<file path="config.mk">
export PLATFORM = sky130hd
export DESIGN_NAME = srtp_index_estimate_replay_check_top
export DESIGN_NICKNAME = d
export VERILOG_FILES = /design/src/rtl/srtp_irc_pkg.sv /design/src/rtl/srtp_irc_core.sv /design/src/rtl/srtp_index_estimate_replay_check_top.sv
export SDC_FILE = /design/constraint.sdc
export NUM_CORES = 1
export LEC_CHECK = 0
export BUFFER_PORTS_ARGS = -buffer_cell sky130_fd_sc_hd__buf_2
export CAP_MARGIN = 0
export CELL_PAD_IN_SITES_DETAIL_PLACEMENT = 0
export CELL_PAD_IN_SITES_GLOBAL_PLACEMENT = 1
export CORE_MARGIN = 2
export CORE_UTILIZATION = 40
export CTS_CLUSTER_SIZE = 14
export DETAILED_ROUTE_END_ITERATION = 10
export HOLD_SLACK_MARGIN = 0.03
export PLACE_DENSITY_LB_ADDON = 0.1
export SLEW_MARGIN = 25
export SYNTH_ARGS = -nofsm -noshare
export SYNTH_HDL_FRONTEND = slang
export SYNTH_HIERARCHICAL = 1
export SYNTH_SLANG_ARGS = --single-unit
</file>
<file path="constraint.sdc">
create_clock -name i_clk -period 7 [get_ports i_clk]
set_input_delay 1.05 -clock i_clk [delete_from_list [all_inputs] [get_ports i_clk]]
set_output_delay 1.05 -clock i_clk [all_outputs]
set_load 0.005 [all_outputs]
</file>
<file path="src/rtl/srtp_irc_pkg.sv">
// ----------------------------------------------------------------------------
// SRTP index estimate and replay check - shared package
// Request types, status codes, register indexes and field widths.
// ----------------------------------------------------------------------------
package srtp_irc_pkg;

    localparam int SEQ_W      = 16;
    localparam int ROC_W      = 32;
    localparam int PKT_IDX_W  = ROC_W + SEQ_W;
    localparam int CFG_IDX_W  = 2;
    localparam int CFG_DATA_W = 32;

    // Half of the sequence space, the pivot of the rollover estimate
    localparam logic [SEQ_W-1:0] HALF_SEQ = 16'h8000;

    // Status codes
    localparam logic [1:0] ST_NEW    = 2'd0;
    localparam logic [1:0] ST_OLD    = 2'd1;
    localparam logic [1:0] ST_DUP    = 2'd2;
    localparam logic [1:0] ST_BYPASS = 2'd3;

    // Commands
    localparam logic CMD_CHECK  = 1'b0;
    localparam logic CMD_COMMIT = 1'b1;

    // Configuration register indexes
    localparam logic [CFG_IDX_W-1:0] REG_PROTECTION_ON = 2'd0;
    localparam logic [CFG_IDX_W-1:0] REG_INITIAL_ROC   = 2'd1;
    localparam logic [CFG_IDX_W-1:0] REG_INITIAL_SEQ   = 2'd2;

    typedef struct packed {
        logic             command;
        logic [SEQ_W-1:0] seq_no;
    } t_in_req;

    typedef struct packed {
        logic                 accepted;
        logic [1:0]           status;
        logic [PKT_IDX_W-1:0] packet_index;
    } t_out_req;

endpackage

</file>
<file path="src/rtl/srtp_irc_core.sv">
// ----------------------------------------------------------------------------
// SRTP index estimate and replay check - classify and update logic
// Estimates the rollover counter, classifies one request and forms the
// next replay state.
// ----------------------------------------------------------------------------
module srtp_irc_core #(
    parameter int WINDOW_BITS = 64
) (
    input  srtp_irc_pkg::t_in_req                 i_req,
    input  logic                                  i_protection_on,
    input  logic [srtp_irc_pkg::ROC_W-1:0]        i_roc,
    input  logic [srtp_irc_pkg::SEQ_W-1:0]        i_highest_seq,
    input  logic [WINDOW_BITS-1:0]                i_mask,
    output srtp_irc_pkg::t_out_req                o_res,
    output logic [srtp_irc_pkg::ROC_W-1:0]        o_roc_nxt,
    output logic [srtp_irc_pkg::SEQ_W-1:0]        o_highest_seq_nxt,
    output logic [WINDOW_BITS-1:0]                o_mask_nxt
);

    localparam int          BIT_W = (WINDOW_BITS > 1) ? $clog2(WINDOW_BITS) : 1;
    localparam logic [17:0] WIN   = 18'(WINDOW_BITS);

    logic                               rel_dn;
    logic                               rel_up;
    logic [srtp_irc_pkg::ROC_W-1:0]     est_roc;
    logic [17:0]                        diff;
    logic [17:0]                        delta;
    logic [17:0]                        mag;
    logic                               newer;
    logic                               in_win;
    logic                               shift_in_win;
    logic                               seen;
    logic [1:0]                         status;
    logic [WINDOW_BITS-1:0]             mask_shift;
    logic [WINDOW_BITS-1:0]             mask_mark;

    // rollover estimate: one less when far above the highest, one more when far below
    assign rel_dn = !i_highest_seq[15]
                 && ({1'b0, i_req.seq_no} > ({1'b0, i_highest_seq}
                                              + {1'b0, srtp_irc_pkg::HALF_SEQ}));
    assign rel_up = i_highest_seq[15]
                 && ((i_highest_seq - srtp_irc_pkg::HALF_SEQ) > i_req.seq_no);

    assign est_roc = rel_up ? i_roc + 32'd1 :
                     rel_dn ? i_roc - 32'd1 : i_roc;

    // signed distance to the highest index, 18 bits two's complement
    assign diff  = {2'b00, i_req.seq_no} - {2'b00, i_highest_seq};
    assign delta = diff + (rel_up ? 18'h10000 : (rel_dn ? 18'h30000 : 18'h00000));
    assign mag   = 18'd0 - delta;

    assign newer        = !delta[17] && (delta != 18'd0);
    assign in_win       = !newer && (mag < WIN);
    assign shift_in_win = delta < WIN;
    assign seen         = in_win && i_mask[mag[BIT_W-1:0]];

    always_comb begin
        if (newer) begin
            status = srtp_irc_pkg::ST_NEW;
        end else if (!in_win) begin
            status = srtp_irc_pkg::ST_OLD;
        end else if (seen) begin
            status = srtp_irc_pkg::ST_DUP;
        end else begin
            status = srtp_irc_pkg::ST_NEW;
        end
        if (!i_protection_on) begin
            status = srtp_irc_pkg::ST_BYPASS;
        end
    end

    assign o_res.accepted     = (status == srtp_irc_pkg::ST_NEW)
                             || (status == srtp_irc_pkg::ST_BYPASS);
    assign o_res.status       = status;
    assign o_res.packet_index = {est_roc, i_req.seq_no};

    assign mask_shift = shift_in_win ? (i_mask << delta[BIT_W-1:0])
                                     : {WINDOW_BITS{1'b0}};
    assign mask_mark  = i_mask | (WINDOW_BITS'(1) << mag[BIT_W-1:0]);

    always_comb begin
        o_roc_nxt         = i_roc;
        o_highest_seq_nxt = i_highest_seq;
        o_mask_nxt        = i_mask;
        if (i_req.command == srtp_irc_pkg::CMD_COMMIT) begin
            if (newer) begin
                o_roc_nxt         = est_roc;
                o_highest_seq_nxt = i_req.seq_no;
                o_mask_nxt        = mask_shift | WINDOW_BITS'(1);
            end else if (in_win) begin
                o_mask_nxt        = mask_mark;
            end
        end
    end

endmodule

</file>
<file path="src/rtl/srtp_index_estimate_replay_check_top.sv">
// ----------------------------------------------------------------------------
// SRTP index estimate and replay check - top level
// Estimates the 48-bit packet index from a sequence number and classifies the
// packet against a sliding replay window; commits fold it into the window.
//
//   channel  | direction | handshake                    | payload
//   ---------+-----------+------------------------------+----------------------
//   in       | input     | i_in_valid / o_in_ready      | i_in_req  (t_in_req)
//   out      | output    | o_out_valid / i_out_ready    | o_out_req (t_out_req)
//   cfg      | input     | i_cfg_we (no wait)           | i_cfg_idx, i_cfg_wdata
//
// One request per cycle while the result is not stalled; a request passes
// through the input register, then the result register, and leaves from it.
// The state update (rollover counter, highest sequence, replay mask) happens
// as a request moves from the input register to the result register, so the
// next request always sees it.
// Reset is synchronous, active low: state goes to counter 0, sequence 0, empty
// mask, protection on. A stalled result holds the result register, and the
// input register then holds its request; input is refused only in that case.
// ----------------------------------------------------------------------------
module srtp_index_estimate_replay_check_top #(
    parameter int WINDOW_BITS = 64
) (
    input  logic                                   i_clk,
    input  logic                                   i_rst_n,
    input  logic                                   i_in_valid,
    output logic                                   o_in_ready,
    input  srtp_irc_pkg::t_in_req                  i_in_req,
    output logic                                   o_out_valid,
    input  logic                                   i_out_ready,
    output srtp_irc_pkg::t_out_req                 o_out_req,
    input  logic                                   i_cfg_we,
    input  logic [srtp_irc_pkg::CFG_IDX_W-1:0]     i_cfg_idx,
    input  logic [srtp_irc_pkg::CFG_DATA_W-1:0]    i_cfg_wdata
);

    // input register
    logic                               r_in_valid;
    srtp_irc_pkg::t_in_req              r_in_req;
    // result register
    logic                               r_out_valid;
    srtp_irc_pkg::t_out_req             r_out_req;
    // replay state and protection setting
    logic                               r_protection_on;
    logic [srtp_irc_pkg::ROC_W-1:0]     r_roc;
    logic [srtp_irc_pkg::SEQ_W-1:0]     r_highest_seq;
    logic [WINDOW_BITS-1:0]             r_mask;

    srtp_irc_pkg::t_out_req             n_out_req;
    logic [srtp_irc_pkg::ROC_W-1:0]     n_roc;
    logic [srtp_irc_pkg::SEQ_W-1:0]     n_highest_seq;
    logic [WINDOW_BITS-1:0]             n_mask;

    logic                               out_free;
    logic                               advance;

    // result register can load when empty or when its request leaves now
    assign out_free   = !r_out_valid || i_out_ready;
    assign advance    = r_in_valid && out_free;
    assign o_in_ready = !r_in_valid || out_free;

    srtp_irc_core #(
        .WINDOW_BITS (WINDOW_BITS)
    ) u_core (
        .i_req             (r_in_req),
        .i_protection_on   (r_protection_on),
        .i_roc             (r_roc),
        .i_highest_seq     (r_highest_seq),
        .i_mask            (r_mask),
        .o_res             (n_out_req),
        .o_roc_nxt         (n_roc),
        .o_highest_seq_nxt (n_highest_seq),
        .o_mask_nxt        (n_mask)
    );

    // handshake control
    always_ff @(posedge i_clk) begin
        if (!i_rst_n) begin
            r_in_valid  <= 1'b0;
            r_out_valid <= 1'b0;
        end else begin
            if (o_in_ready) begin
                r_in_valid <= i_in_valid;
            end
            if (out_free) begin
                r_out_valid <= r_in_valid;
            end
        end
    end

    // payload registers
    always_ff @(posedge i_clk) begin
        if (i_in_valid && o_in_ready) begin
            r_in_req <= i_in_req;
        end
        if (advance) begin
            r_out_req <= n_out_req;
        end
    end

    // replay state: register writes must arrive only while idle, which the block
    // does not enforce (a write beats a commit); a write loads only its own state entry
    always_ff @(posedge i_clk) begin
        if (!i_rst_n) begin
            r_protection_on <= 1'b1;
            r_roc           <= '0;
            r_highest_seq   <= '0;
            r_mask          <= '0;
        end else if (i_cfg_we) begin
            case (i_cfg_idx)
                srtp_irc_pkg::REG_PROTECTION_ON: begin
                    r_protection_on <= i_cfg_wdata[0];
                end
                srtp_irc_pkg::REG_INITIAL_ROC: begin
                    r_roc <= i_cfg_wdata[srtp_irc_pkg::ROC_W-1:0];
                end
                srtp_irc_pkg::REG_INITIAL_SEQ: begin
                    r_highest_seq <= i_cfg_wdata[srtp_irc_pkg::SEQ_W-1:0];
                end
                default: begin
                    // unknown index: drop the write
                end
            endcase
        end else if (advance) begin
            r_roc         <= n_roc;
            r_highest_seq <= n_highest_seq;
            r_mask        <= n_mask;
        end
    end

    assign o_out_valid = r_out_valid;
    assign o_out_req   = r_out_req;

endmodule

</file>
==> flow_summary.toml <==
[placed_design]
gp_congestion = 0.921
place_ws_ps = 444
hpwlAfterDp_um = 43400
port_buffers = 108

[floorplanning]
coreArea_um2 = 41800
ios = 109
num_rows = 75
die_x_um = 209
start_util = 0.404
die_area_um2 = 43800
die_h_um = 209

[synth]
synth_area_um2 = 16900
synth_edf_count = 68
synth_cell_types = 86
ys_ff_latch = 183
ys_seq_area_frac = 0.258
synth_warnings = 6
syn_nets = 2148
postSynthAreaPerCell_um2 = 8.23
ys.flop_type = "dfxtp_1"
async_reset_ff_frac = 0
syn-instance-count = 2049

[critical_path]
setup.worst_path.class = "reg2reg"
crit_fanout = 43
critPathRequiredTime_ps = 7380
worstPathArrival_ps = 6690
start_kind = "flip-flop"
critPathCaptureType = "flip-flop"

[cts]
htree_levels = 4
cts_root_buf = "clkbuf_16"
cts.reportedPaths.clkPinSlew_ps = 70
clockBufferDepth = 2
tritoncts = "built"
cts_inserted_buffers = 17
cts_resized = 0
cts_setup_buffers = 0
ctsHoldBuffers = 0
clkSinkCount = 183
worst_skew_pair.late_latency_ps = 490

[run_status]
outcome = "completed"

[route]
wirelength_um = 62400
antenna_left = 0
drt_iter0_drc = 1667
first_pass_iters = 5
viasPerCell = 6.26
wl_per_cell_um = 24.2
num_vias = 16100
drt_drc_violations_left = 0

[sta]
max_freq_ghz = 0.159
setup_viol = 0
tns_ps = 0
fin_skew_ps = 16.0
finalWorstSetupSlack_ps = 695
whs_ps = 483
fin_crit_ps = 6310
timing.final.crit_share = 0.901
slew_headroom = 0.297
tightest_slew_ps = 1050
finalHoldViolCount = 0
rsz0062_at_grt = "no"
slew_viol_final = 0

[pwr]
p_leak_nw = 7.02
power_frac_comb = 0.383
power_density_nw_per_um2 = 196
peakVddDrop_v = 0.000157
power.clock.fraction = 0.281
p_seq_frac = 0.336
p_sw_mw = 1.45
p_int_mw = 2.11
sw_frac_of_total = 0.408

[finish]
nets = 2123
area_growth_pct = 7.56
layout-drive-gt1-share = 0.168
fillers = 4210

[grt]
grt_max_degree = 97
antenna_found_initial = 2
grt_use_total = 0.286
grt_pass1_vias = 15500
grt_pass1_wl_um = 95500
grt.overflow.total = 0

[run]
drv_cap = 0

[hold_path]
min_path_type = "reg2reg"
-- kinds of logic after synthesis --
kind of cell    count (synthesis)  share of synthesized area
flops                         183                      0.258
simple gates                  694                      0.196
compound gates                555                      0.217
fa+ha+maj                      43                     0.0324
xor+xnor                       69                     0.0359
mux                           248                      0.192
buf+inv                       257                     0.0696
-- sequential cells by signal, indices dropped and copies added, names as in the netlist --
register and cells:
o_out_valid 1, o_out_req 51, r_roc 32, r_in_req 17, r_protection_on 1, r_highest_seq 16
r_in_valid 1, r_mask 64
-- power by group through the flow --
stage               clock [mW]  combinational (mW)  sequential, mW
floorplan                    0               0.923            1.21
global placement             0                1.33            1.22
detailed placement           0                1.33            1.22
CTS                       1.03                1.34            1.20
global route              1.07                1.46            1.20
finish                    1.00                1.36            1.20
-- per-layer routing --
metal,share of wire,vias to the layer above,global-route usage
met4,0.043,0,0.133
met2,0.47,613,0.459
met1,0.43,7913,0.378
li1,-,7471,-
met5,0,-,0
met3,0.059,131,0.0450
-- cells in the final DEF, fill, tap and decap left out, drive strengths merged, types with 61 or more instances in the layout --
master  netlist  routed
a21boi       65      65
a21oi        80      80
buf          86     151
dfxtp       115     115
edfxtp       68      68
inv          61      68
mux2         61      61
mux2i       133     133
nand2       294     294
nand3        96      96
nor2        112     112
o21ai       185     185
-- Yosys cell counts, drive strengths merged, types with 5 or more instances --
master   number  share of area
nand2       294          0.065
o21ai       185          0.055
mux2i       133          0.079
dfxtp       115           0.14
nor2        112          0.025
clkbuf      110          0.025
nand3        96          0.029
buf          86          0.031
a21oi        80          0.024
edfxtp       68           0.12
a21boi       65          0.029
inv          61          0.014
mux2         61          0.041
mux4         54          0.072
ha           42          0.031
xor2         37          0.019
a22oi        34          0.015
xnor2        32          0.017
nor3         31          0.010
a211oi       29          0.013
nand4        29          0.011
and2         23         0.0085
and3         21         0.0078
o22ai        20         0.0074
a21o         17         0.0076
a31oi        17         0.0063
or3          17         0.0072
a32oi        15         0.0089
nor4         15         0.0056
nor2b        13         0.0053
o211ai       13         0.0061
a41oi        12         0.0062
a2bb2oi      11         0.0065
o21a         10         0.0045
o41ai        10         0.0056
a311oi        9         0.0047
nand2b        9         0.0035
o31ai         6         0.0027
or2           6         0.0022
and4          5         0.0026
nor4b         5         0.0035
-- through the flow --
stage               cells  utilization  area (µm²)  total power, mW
global placement     2542        0.420       17500             2.55
finish               2577        0.434       18100             3.56
global route         2577        0.434       18100             3.73
detailed placement   2543        0.420       17500             2.55
floorplan            2049            -       16900             2.13
CTS                  2575        0.434       18100             3.57
-- worst max-delay path, stage by stage, from the launching register on --
cell,delay (ps)
edfxtp_1,390
inv_1,60
ha_1,510
nand4_1,210
or3_1,450
nor4_2,490
nand2b_1,240
a21oi_1,110
nor2_1,150
buf_4,140
inv_1,40
ha_1,210
nand3b_1,140
nor3_1,60
o21ai_0,100
nand4_1,120
a211oi_1,270
xor2_1,490
o41ai_4,280
or2_2,660
buf_4,450
a22oi_1,270
o21ai_0,110
nand3_1,80
a21boi_1,70
-- cell type report --
type	count	area, µm²	area share
sequential	183	4340	0.240
antenna	1	2.50	0.000138
clock inverter	11	114	0.00628
timing repair buffer	152	871	0.0480
multi-input combinational	1609	11400	0.631
clock buffer	21	450	0.0248
inverter	61	229	0.0126
tap	539	674	0.0372
-- worst paths after layout --
check | from | to | slack [ps] | cells after the start
worst max-delay path | r_in_req[12]$_DFFE_PP_ | r_mask[33]$_SDFFE_PN0P_ | 690 | 24
worst min register to register | r_highest_seq[5]$_SDFFE_PN0P_ | r_highest_seq[5]$_SDFFE_PN0P_ | 480 | 2
worst max register to register | r_in_req[12]$_DFFE_PP_ | r_mask[33]$_SDFFE_PN0P_ | 690 | 24
worst min-delay path | r_highest_seq[5]$_SDFFE_PN0P_ | r_highest_seq[5]$_SDFFE_PN0P_ | 480 | 2
(Power assumes the default switching activity.)
